--- src/design/spq_pkg.sv ---
// ----------------------------------------------------------------------------
// spq_pkg
// Types and constants of the sorted priority queue.
// ----------------------------------------------------------------------------
package spq_pkg;

    localparam int CAPACITY = 16;
    localparam int DATA_W   = 32;
    localparam int CNT_W    = $clog2(CAPACITY + 1);
    localparam int OCC_W    = 5;
    localparam int IN_W     = 72;

    typedef enum logic {
        OP_ENQ = 1'b0,
        OP_DEQ = 1'b1
    } t_op;

    // one stored entry
    typedef struct packed {
        logic signed [DATA_W-1:0] prio;
        logic signed [DATA_W-1:0] value;
    } t_entry;

    // command broadcast to every cell
    typedef struct packed {
        logic enq;
        logic deq;
    } t_cell_cmd;

    // result item, last field in the lowest bits
    typedef struct packed {
        logic [OCC_W-1:0]         occupancy;
        logic                     was_full;
        logic                     was_empty;
        logic                     out_valid;
        logic signed [DATA_W-1:0] out_value;
    } t_result;

    localparam int RES_W = $bits(t_result);

endpackage

--- src/design/spq_cell.sv ---
// ----------------------------------------------------------------------------
// spq_cell
// One slot of the sorted chain: holds an entry, shifts right on insert
// behind the insertion point and left on removal of the head.
// ----------------------------------------------------------------------------
module spq_cell (
    input  logic               i_clk,
    input  spq_pkg::t_cell_cmd i_cmd,
    input  logic               i_occupied,   // slot below the entry count
    input  spq_pkg::t_entry    i_new,        // entry being enqueued
    input  spq_pkg::t_entry    i_left,       // neighbor toward the head
    input  spq_pkg::t_entry    i_right,      // neighbor toward the tail
    input  logic               i_ins_left,   // insertion point at or before left
    output spq_pkg::t_entry    o_entry,
    output logic               o_ins         // insertion point at or before here
);
    import spq_pkg::*;

    t_entry r_entry;
    t_entry n_entry;
    logic   w_lower;

    // new entry goes ahead of a stored one of strictly lower priority
    assign w_lower = $signed(r_entry.prio) < $signed(i_new.prio);
    assign o_ins   = !i_occupied || w_lower;

    // next slot contents
    always_comb begin
        n_entry = r_entry;
        if (i_cmd.deq) begin
            n_entry = i_right;
        end else if (i_cmd.enq && o_ins) begin
            if (i_ins_left) begin
                n_entry = i_left;
            end else begin
                n_entry = i_new;
            end
        end
    end

    always_ff @(posedge i_clk) begin
        r_entry <= n_entry;
    end

    assign o_entry = r_entry;

endmodule

--- src/design/sorted_priority_queue_top.sv ---
// ----------------------------------------------------------------------------
// sorted_priority_queue_top
// Bounded priority queue of (value, priority) entries in a chain of cells.
// ----------------------------------------------------------------------------
// Each accepted item is a single enqueue or dequeue; all CAPACITY cells
// compare against the new priority in parallel and shift in the same clock
// that accepts the item, and its result is registered by that same edge.
// One item per cycle is sustained while the result side takes
// items; the only stall comes from the single output register, which frees
// the input whenever its result is taken in the same cycle. Equal priorities
// leave in arrival order; an enqueue on a full queue is dropped and flagged.
module sorted_priority_queue_top (
    input  logic                       i_clk,
    input  logic                       i_rst_n,
    input  logic                       i_s_axis_tvalid,
    output logic                       o_s_axis_tready,
    // op [0], value [32:1], priority_req [64:33], zero pad [71:65]
    input  logic [spq_pkg::IN_W-1:0]   i_s_axis_tdata,
    output logic                       o_m_axis_tvalid,
    input  logic                       i_m_axis_tready,
    // out_value [31:0], out_valid [32], was_empty [33], was_full [34],
    // occupancy [39:35]
    output logic [spq_pkg::RES_W-1:0]  o_m_axis_tdata
);
    import spq_pkg::*;

    logic             w_acc;
    t_op              w_op;
    t_entry           w_new;
    logic             w_full;
    logic             w_empty;
    t_cell_cmd        w_cmd;
    t_entry           w_entry [CAPACITY];
    logic             w_ins   [CAPACITY];
    logic [CNT_W-1:0] r_count;
    logic [CNT_W-1:0] n_count;
    logic             r_m_valid;
    logic             n_m_valid;
    t_result          r_res;
    t_result          n_res;

    // input decode
    assign o_s_axis_tready = !r_m_valid || i_m_axis_tready;
    assign w_acc           = i_s_axis_tvalid && o_s_axis_tready;
    assign w_op            = t_op'(i_s_axis_tdata[0]);
    assign w_new.value     = i_s_axis_tdata[DATA_W:1];
    assign w_new.prio      = i_s_axis_tdata[2*DATA_W:DATA_W+1];
    assign w_full          = r_count == CNT_W'(CAPACITY);
    assign w_empty         = r_count == '0;
    assign w_cmd.enq       = w_acc && (w_op == OP_ENQ) && !w_full;
    assign w_cmd.deq       = w_acc && (w_op == OP_DEQ) && !w_empty;

    // chain of cells, slot 0 is the head
    for (genvar g = 0; g < CAPACITY; g++) begin : g_cell
        t_entry w_left;
        t_entry w_right;
        logic   w_ins_left;
        if (g == 0) begin : g_head
            assign w_left     = w_new;
            assign w_ins_left = 1'b0;
        end else begin : g_mid
            assign w_left     = w_entry[g-1];
            assign w_ins_left = w_ins[g-1];
        end
        if (g == CAPACITY - 1) begin : g_tail
            assign w_right = w_entry[g];
        end else begin : g_body
            assign w_right = w_entry[g+1];
        end
        spq_cell u_cell (
            .i_clk      (i_clk),
            .i_cmd      (w_cmd),
            .i_occupied (r_count > CNT_W'(g)),
            .i_new      (w_new),
            .i_left     (w_left),
            .i_right    (w_right),
            .i_ins_left (w_ins_left),
            .o_entry    (w_entry[g]),
            .o_ins      (w_ins[g])
        );
    end

    // count and result
    always_comb begin
        n_count = r_count;
        if (w_cmd.enq) begin
            n_count = r_count + CNT_W'(1);
        end else if (w_cmd.deq) begin
            n_count = r_count - CNT_W'(1);
        end
        n_res.out_value = w_cmd.deq ? w_entry[0].value : '0;
        n_res.out_valid = w_cmd.deq;
        n_res.was_empty = (w_op == OP_DEQ) && w_empty;
        n_res.was_full  = (w_op == OP_ENQ) && w_full;
        n_res.occupancy = OCC_W'(n_count);
    end

    // output register handshake
    always_comb begin
        n_m_valid = r_m_valid;
        if (w_acc) begin
            n_m_valid = 1'b1;
        end else if (i_m_axis_tready) begin
            n_m_valid = 1'b0;
        end
    end

    always_ff @(posedge i_clk) begin
        if (!i_rst_n) begin
            r_count   <= '0;
            r_m_valid <= 1'b0;
        end else begin
            r_count   <= n_count;
            r_m_valid <= n_m_valid;
        end
    end

    always_ff @(posedge i_clk) begin
        if (w_acc) begin
            r_res <= n_res;
        end
    end

    assign o_m_axis_tvalid = r_m_valid;
    assign o_m_axis_tdata  = r_res;

endmodule

--- config.mk ---
export PLATFORM = sky130hd
export DESIGN_NAME = sorted_priority_queue_top
export DESIGN_NICKNAME = d
export VERILOG_FILES = /design/src/design/spq_pkg.sv /design/src/design/spq_cell.sv /design/src/design/sorted_priority_queue_top.sv
export SDC_FILE = /design/constraint.sdc
export NUM_CORES = 2
export LEC_CHECK = 0
export ABC_AREA = 1
export BUFFER_PORTS_ARGS = -buffer_cell sky130_fd_sc_hd__clkbuf_2
export CAP_MARGIN = 20
export CELL_PAD_IN_SITES_DETAIL_PLACEMENT = 1
export CELL_PAD_IN_SITES_GLOBAL_PLACEMENT = 1
export CORE_UTILIZATION = 44
export DETAILED_ROUTE_END_ITERATION = 8
export HOLD_SLACK_MARGIN = 0.08
export PLACE_DENSITY_LB_ADDON = 0.1
export SETUP_SLACK_MARGIN = 0.3
export SLEW_MARGIN = 25
export SYNTH_ARGS = -nofsm -noshare
export SYNTH_HDL_FRONTEND = slang
export SYNTH_SLANG_ARGS = --single-unit
--- constraint.sdc ---
create_clock -name i_clk -period 6.6 [get_ports i_clk]
set_input_delay 1.32 -clock i_clk [delete_from_list [all_inputs] [get_ports i_clk]]
set_output_delay 1.32 -clock i_clk [all_outputs]
set_load 0.005 [all_outputs]
Word level (Yosys, flattened, before mapping)
Index checks and enable logic that the tools add are counted.
{"block": "word_totals", "wordCells": 202, "register_bits": 1070, "input_bits": 76}
{"block": "classes", "n_reduce_logical": 77, "n_mux": 49, "n_lt_le_gt_ge": 32, "n_eq_ne": 1, "n_bitwise": 2, "addsub": 2}
{"cell": "64-bit two-way mux", "n": 45}
{"cell": "32-bit < comparator", "n": 16}
{"cell": "5-bit by 4-bit > comparator with 1-bit output (second input constant)", "n": 8}
{"cell": "2-bit nonzero test", "n": 16}
{"cell": "1-bit logical AND", "n": 23}
{"cell": "5-bit by 3-bit > comparator with 1-bit output (second input constant)", "n": 4}
{"cell": "1-bit zero test", "n": 19}
{"cell": "1-bit logical OR", "n": 17}
{"cell": "5-bit by 1-bit > comparator with 1-bit output (second input constant)", "n": 2}
{"cell": "5-bit by 2-bit > comparator with 1-bit output (second input constant)", "n": 2}
{"cell": "5-bit two-way mux", "n": 2}
{"cell": "5-bit by 1-bit adder with 5-bit output (second input constant)", "n": 1}
{"cell": "5-bit == test (second input constant)", "n": 1}
{"cell": "5-bit zero test", "n": 1}
{"cell": "5-bit by 1-bit subtractor with 5-bit output (second input constant)", "n": 1}
{"cell": "1-bit two-way mux", "n": 2}
{"cell": "1-bit inverter", "n": 2}
{"cell": "2-bit AND reduction", "n": 1}

Longest topological paths before layout
{"block": "logic_depth", "ltp_word": 8, "depth_mapped": 21}

Hierarchy
Synthesis repeated with hierarchy kept, for this count alone.
{"block": "hier_totals", "hier_cells": 7524, "hier_area_um2": 66980.5}
{"module": "spq_cell (g_cell[0].u_cell ...)", "cells_each": 456, "seq_area_each_um2": 1921.8, "area_per_inst_um2": 4048.9, "n_inst": 12}
{"module": "spq_cell (g_cell[7].u_cell ...)", "cells_each": 456, "seq_area_each_um2": 1921.8, "area_per_inst_um2": 4042.6, "n_inst": 3}
{"module": "spq_cell (g_cell[12].u_cell)", "cells_each": 455, "seq_area_each_um2": 1921.8, "area_per_inst_um2": 4058.9, "n_inst": 1}
{"module": "sorted_priority_queue_top", "cells_each": 229, "seq_area_each_um2": 1321.3, "area_per_inst_um2": 2207.1, "n_inst": 1}

Worst setup path before layout
Ideal clock, no wire load.
{"block": "synth_path", "path_type": "input port to flip-flop", "startpoint": "input i_s_axis_tdata[52] in the netlist's numbering", "endpoint": "register g_cell[15].u_cell.r_entry (netlist bit g_cell[15].u_cell.o_entry[0]), enable pin", "setup_time_ps": 487, "path_slack_ps": 295, "arrival_ps": 5818, "stages": 11, "n_path_buf": 1, "path_cell_list": "inv_1 -> clkbuf_1 -> ha_1 -> a21oi_1 -> o21a_1 -> o221ai_1 -> a21oi_1 -> nand3_1 -> nand2_1 -> nor2_1 -> nor2_1"}
{"block": "synth_between", "elab_chain_len": 4}
{"element": "start: declaration", "line_no": "sorted_priority_queue_top.sv:18", "text": "input logic [spq_pkg::IN_W-1:0] i_s_axis_tdata,"}
{"element": "32-bit < comparator", "line_no": "spq_cell.sv:24", "text": "assign w_lower = $signed(r_entry.prio) < $signed(i_new.prio);"}
{"element": "1-bit logical OR", "line_no": "spq_cell.sv:25", "text": "assign o_ins = !i_occupied || w_lower;"}
{"element": "1-bit logical AND", "line_no": "spq_cell.sv:32", "text": "end else if (i_cmd.enq && o_ins) begin"}
{"element": "2-bit AND reduction (no line)"}
{"element": "end signal: assignment", "line_no": "spq_cell.sv:42", "text": "r_entry <= n_entry;"}
{"element": "end: declaration", "line_no": "spq_cell.sv:19", "text": "t_entry r_entry;"}
No other way between the ends.
A chain may end at the register's enable or synchronous reset.

Worst setup path in the final report
{"block": "layout_path", "startpoint": "input i_s_axis_tdata[37] in the netlist's numbering", "endpoint": "register g_cell[4].u_cell.r_entry (netlist bit g_cell[4].u_cell.o_entry[10]), enable pin"}
{"block": "layout_between", "elab_chain_len": 4}
{"element": "32-bit < comparator", "line_no": "spq_cell.sv:24"}
{"element": "1-bit logical OR", "line_no": "spq_cell.sv:25"}
{"element": "1-bit logical AND", "line_no": "spq_cell.sv:32"}
{"element": "2-bit nonzero test (no line)"}
{"element": "end signal: assignment", "line_no": "spq_cell.sv:42"}
{"element": "end: declaration", "line_no": "spq_cell.sv:19"}
No other way between the ends.

==> results by group <==
Place
  – Placer Congestion: around 0.9
  – Number of buffers added on ports: 110
  – Dpl cells: between 10000 and 15000
  – Dpl hpwl: 182.4 mm

Synth
  – Top FF cell, synth: edfxtp_1
  – Async S/R FF share, synth: 0%
  – Largest cells by area after synthesis: edfxtp_1, nand2_1, ha_1, nand3_1, nand4_1
  – Post-Syn Area: just over 70000 um2
  – Yosys top cell by area: edfxtp_1
  – Cell with the most instances after synthesis: nand2_1
  – Synthesis-stage register bit count: between 1000 and 1500
  – Syn_nets: between 9000 and 10000
  – Mapped Cells: just over 9000
  – Avg Cell Area, Syn: between 7 and 8 um2
  – Cell variety after synth: 29
  – EDFF count, synth: between 1000 and 1500
  – Yosys warnings: 0
  – Leading cell types by count after synthesis: nand2_1, nand3_1, inv_1, edfxtp_1, nand4_1
  – Sequential cell area fraction in the yosys report: 44.42%
  – Top cell type's share of synthesized area: between 40 and 50%

Worst setup path
  – Critical path arrival: between 5 and 6 ns
  – CP most frequent cell: nand2_1
  – CP cell instances: clkbuf_2 > inv_1 > buf_4 > ha_1 > nand2_1 > nor2_1 > nand2_1 > nand2_1 > nand2_1 > nand2_1 > nand2_1 > nand3_4 > nand3_4 > nand2_1 > nand2_4 > buf_4
  – Critical path startpoint category: input pin
  – CP Max Fanout: 37
  – Worst setup EP type: flip-flop
  – Req. time, crit path: between 7 and 8 ns
  – Setup CP Type: in -> reg
  – CP peak stage delay: slightly above 0.6 ns
  – Slowest-stage cell, CP: nand2_4
  – Bufs and invs on worst path: 4
  – Cell family with most CP delay: simple AND/OR/NAND/NOR gates

STA
  – Setup TNS: 0 ns
  – Endpoints failing setup: 0
  – Slew Limit Fails: 0
  – Worst rel slew slack: 18.62%
  – Final hold violations: 0
  – Worst-Margin Slew: approximately 1.2 ns
  – Tcrit/Tclk final: 77.17%
  – Fmax: roughly 0.20 GHz
  – RSZ-0062 raised after global routing: false
  – Setup Skew: between 0.03 and 0.04 ns
  – Minimum clock period: between 5 and 6 ns

Die
  – Initial Util: about 44%
  – Row count: 148
  – Core Area: between 150000 and 200000 um2
  – Die ar.: 165700 um2
  – Die Y-Extent: slightly above 400 um
  – I/O pin count: around 120
  – Die width: roughly 410 um

Global route
  – Remaining global-route overflow: 0
  – Total GRT Usage: a little over a third
  – Number of global-route vias before repair: 70470
  – Initial antenna violation count: 6
  – Global-route wire length before repair: roughly 450 mm
  – Largest net degree at the start of global routing: 170

Final layout
  – # fillers: around 20000
  – Final Non-Filler Cells: 11360
  – Storage cell area: roughly 32000 um2
  – Area of the multi-input gates: 33150 um2
  – Layout area overhead: 9.475%
  – Layout cells sized above 1: 6.383%
  – Nets: around 9600

Drt
  – 1st-pass router iterations: 6
  – Drt total wl: 298.7 mm
  – Vias per inst: approximately 6
  – Antenna Nets Post-Route: 0
  – DR WL/cell: roughly 26 um
  – Remaining DRCs: 0
  – Routed via count: just under 70000
  – Number of DRC markers in iteration 0: 6767

Power
  – P_leak: around 38 nW
  – Peak supply drop: 0.2949 mV
  – Flop pwr share: 37.3%
  – Internal power: 16.51 mW
  – Power Density: roughly 360 nW/um2
  – Comb power frac: a little over a third
  – Switching Share: 41.34%
  – Clock power share: 27.2%
  – Net switching power: 11.63 mW

Clock network
  – Htree depth: 4
  – Root Driver: clkbuf_16
  – Worst-Skew Late Latency: roughly 0.80 ns
  – Cts hold-fix bufs: 0
  – Post-CTS Setup Inserts: 0
  – CTS tree: yes
  – CTS clock-pin slew for the worst setup and hold paths: approximately 0.060 ns
  – Total CTS buffers: 140
  – # resized after CTS: 0
  – Clk buf depth: 3
  – Clk sink count: 1070

Flow run
  – Max cap viols: 0

Status
  – Status: completed

Hold path
  – HP Class: reg -> reg
## flip-flops by register name (all words and copies together), names as in the netlist
| register | flops |
|---|---|
| g_cell.u_cell.o_entry | 1024 |
| o_m_axis_tdata | 40 |
| r_count | 5 |
| o_m_axis_tvalid | 1 |
## logic make-up (layout without fill, tap and decap cells)
family	after synthesis	count (layout)	share of synthesized area, %
AO/OA/AOI/OAI	409	409	2.964
buffers and inverters	1794	1689	10.50
other	0	2	0
XOR/XNOR	3	3	0.03640
flip-flops	1070	1070	44.42
adder cells (fa/ha/maj)	501	501	8.683
AND/OR/NAND/NOR	5508	5508	33.39
## final cells by class
class / instances / share of cell area (%)
clock inverter: 64 / 0.7805
tap: 2175 / 3.443
timing repair buffer: 320 / 3.144
multi-input combinational: 6421 / 41.95
sequential: 1070 / 40.58
inverter: 1115 / 5.307
clock buffer: 190 / 4.791
antenna: 2 / 0.006333
## placed cells by master, fill, tap and decap left out, types with 7 or more instances in the layout
cell type / n
clkinv_2: 23
clkinv_1: 22
buf_4: 180
edfxtp_1: 1064
nor2_1: 159
ha_1: 501
bufinv_16: 8
clkinv_8: 7
o21ai_0: 125
nand2_2: 11
nand3_1: 1201
o211ai_1: 13
nor3_1: 24
o21a_1: 12
nand2_4: 26
nand3_4: 22
clkbuf_1: 45
nand4_1: 743
clkbuf_16: 144
clkbuf_2: 110
nand2_1: 3316
a31oi_1: 11
inv_1: 1106
a21oi_1: 235
buf_12: 28
## metal layers
layer | vias to the layer above | routed length [um] | global-route usage [%]
met3 | 857 | 25040 | 6.866
li1 | 30650 | - | -
met5 | - | 54 | 0.1487
met4 | 6 | 16300 | 17.85
met2 | 3068 | 134800 | 56.64
met1 | 34350 | 122500 | 46.54
## worst paths after layout
check	slack (ns)	end	start	depth (start not counted)
worst min register to register	0.52	g_cell[14].u_cell.o_entry[14]	g_cell[15].u_cell.o_entry[14]	2
worst max register to register	2.40	g_cell[4].u_cell.o_entry[10]	g_cell[4].u_cell.o_entry[35]	15
worst min-delay path	0.52	g_cell[14].u_cell.o_entry[14]	g_cell[15].u_cell.o_entry[14]	2
worst max-delay path	1.51	g_cell[4].u_cell.o_entry[10]	i_s_axis_tdata[37]	16
## power by group through the flow
stage | logic [mW] | clock network, mW | registers, mW
after floorplan | 6.21 | 0 | 10.3
after global placement | 9.32 | 0 | 10.6
after detailed placement | 9.72 | 0 | 10.6
after CTS | 9.78 | 7.73 | 10.5
after global routing | 10.8 | 7.94 | 10.6
final | 10.0 | 7.64 | 10.5
## through the flow
step / instance area, um2 / hold WS (ns) / setup WS, ns / total power, mW / utilization, %
2_1_floorplan: 72200 / 0.4947 / 1.223 / 16.46 / -
4_1_cts: 78980 / 0.5262 / 1.588 / 27.98 / 48.52
3_5_place_dp: 74580 / 0.5064 / 0.7513 / 20.30 / 45.82
3_3_place_gp: 74580 / 0.4995 / 0.8489 / 19.88 / 45.82
6_report: 79030 / 0.5240 / 1.507 / 28.14 / 48.55
5_1_grt: 79030 / 0.5312 / 1.403 / 29.40 / 48.55
## worst reg2reg max path, stage by stage (launching register included)
cell and delay [ns]:
edfxtp_1 0.43, ha_1 0.33, nand2_1 0.08, inv_1 0.04, nand2_1 0.05, nand2_1 0.07
nand2_1 0.07, nand2_1 0.09, nand2_1 0.09, nand2_1 0.20, nand2_1 0.22, nand3_4 0.38
nand3_4 0.56, nand2_1 0.17, nand2_4 0.63, buf_4 0.46
(Power assumes the default switching activity.)
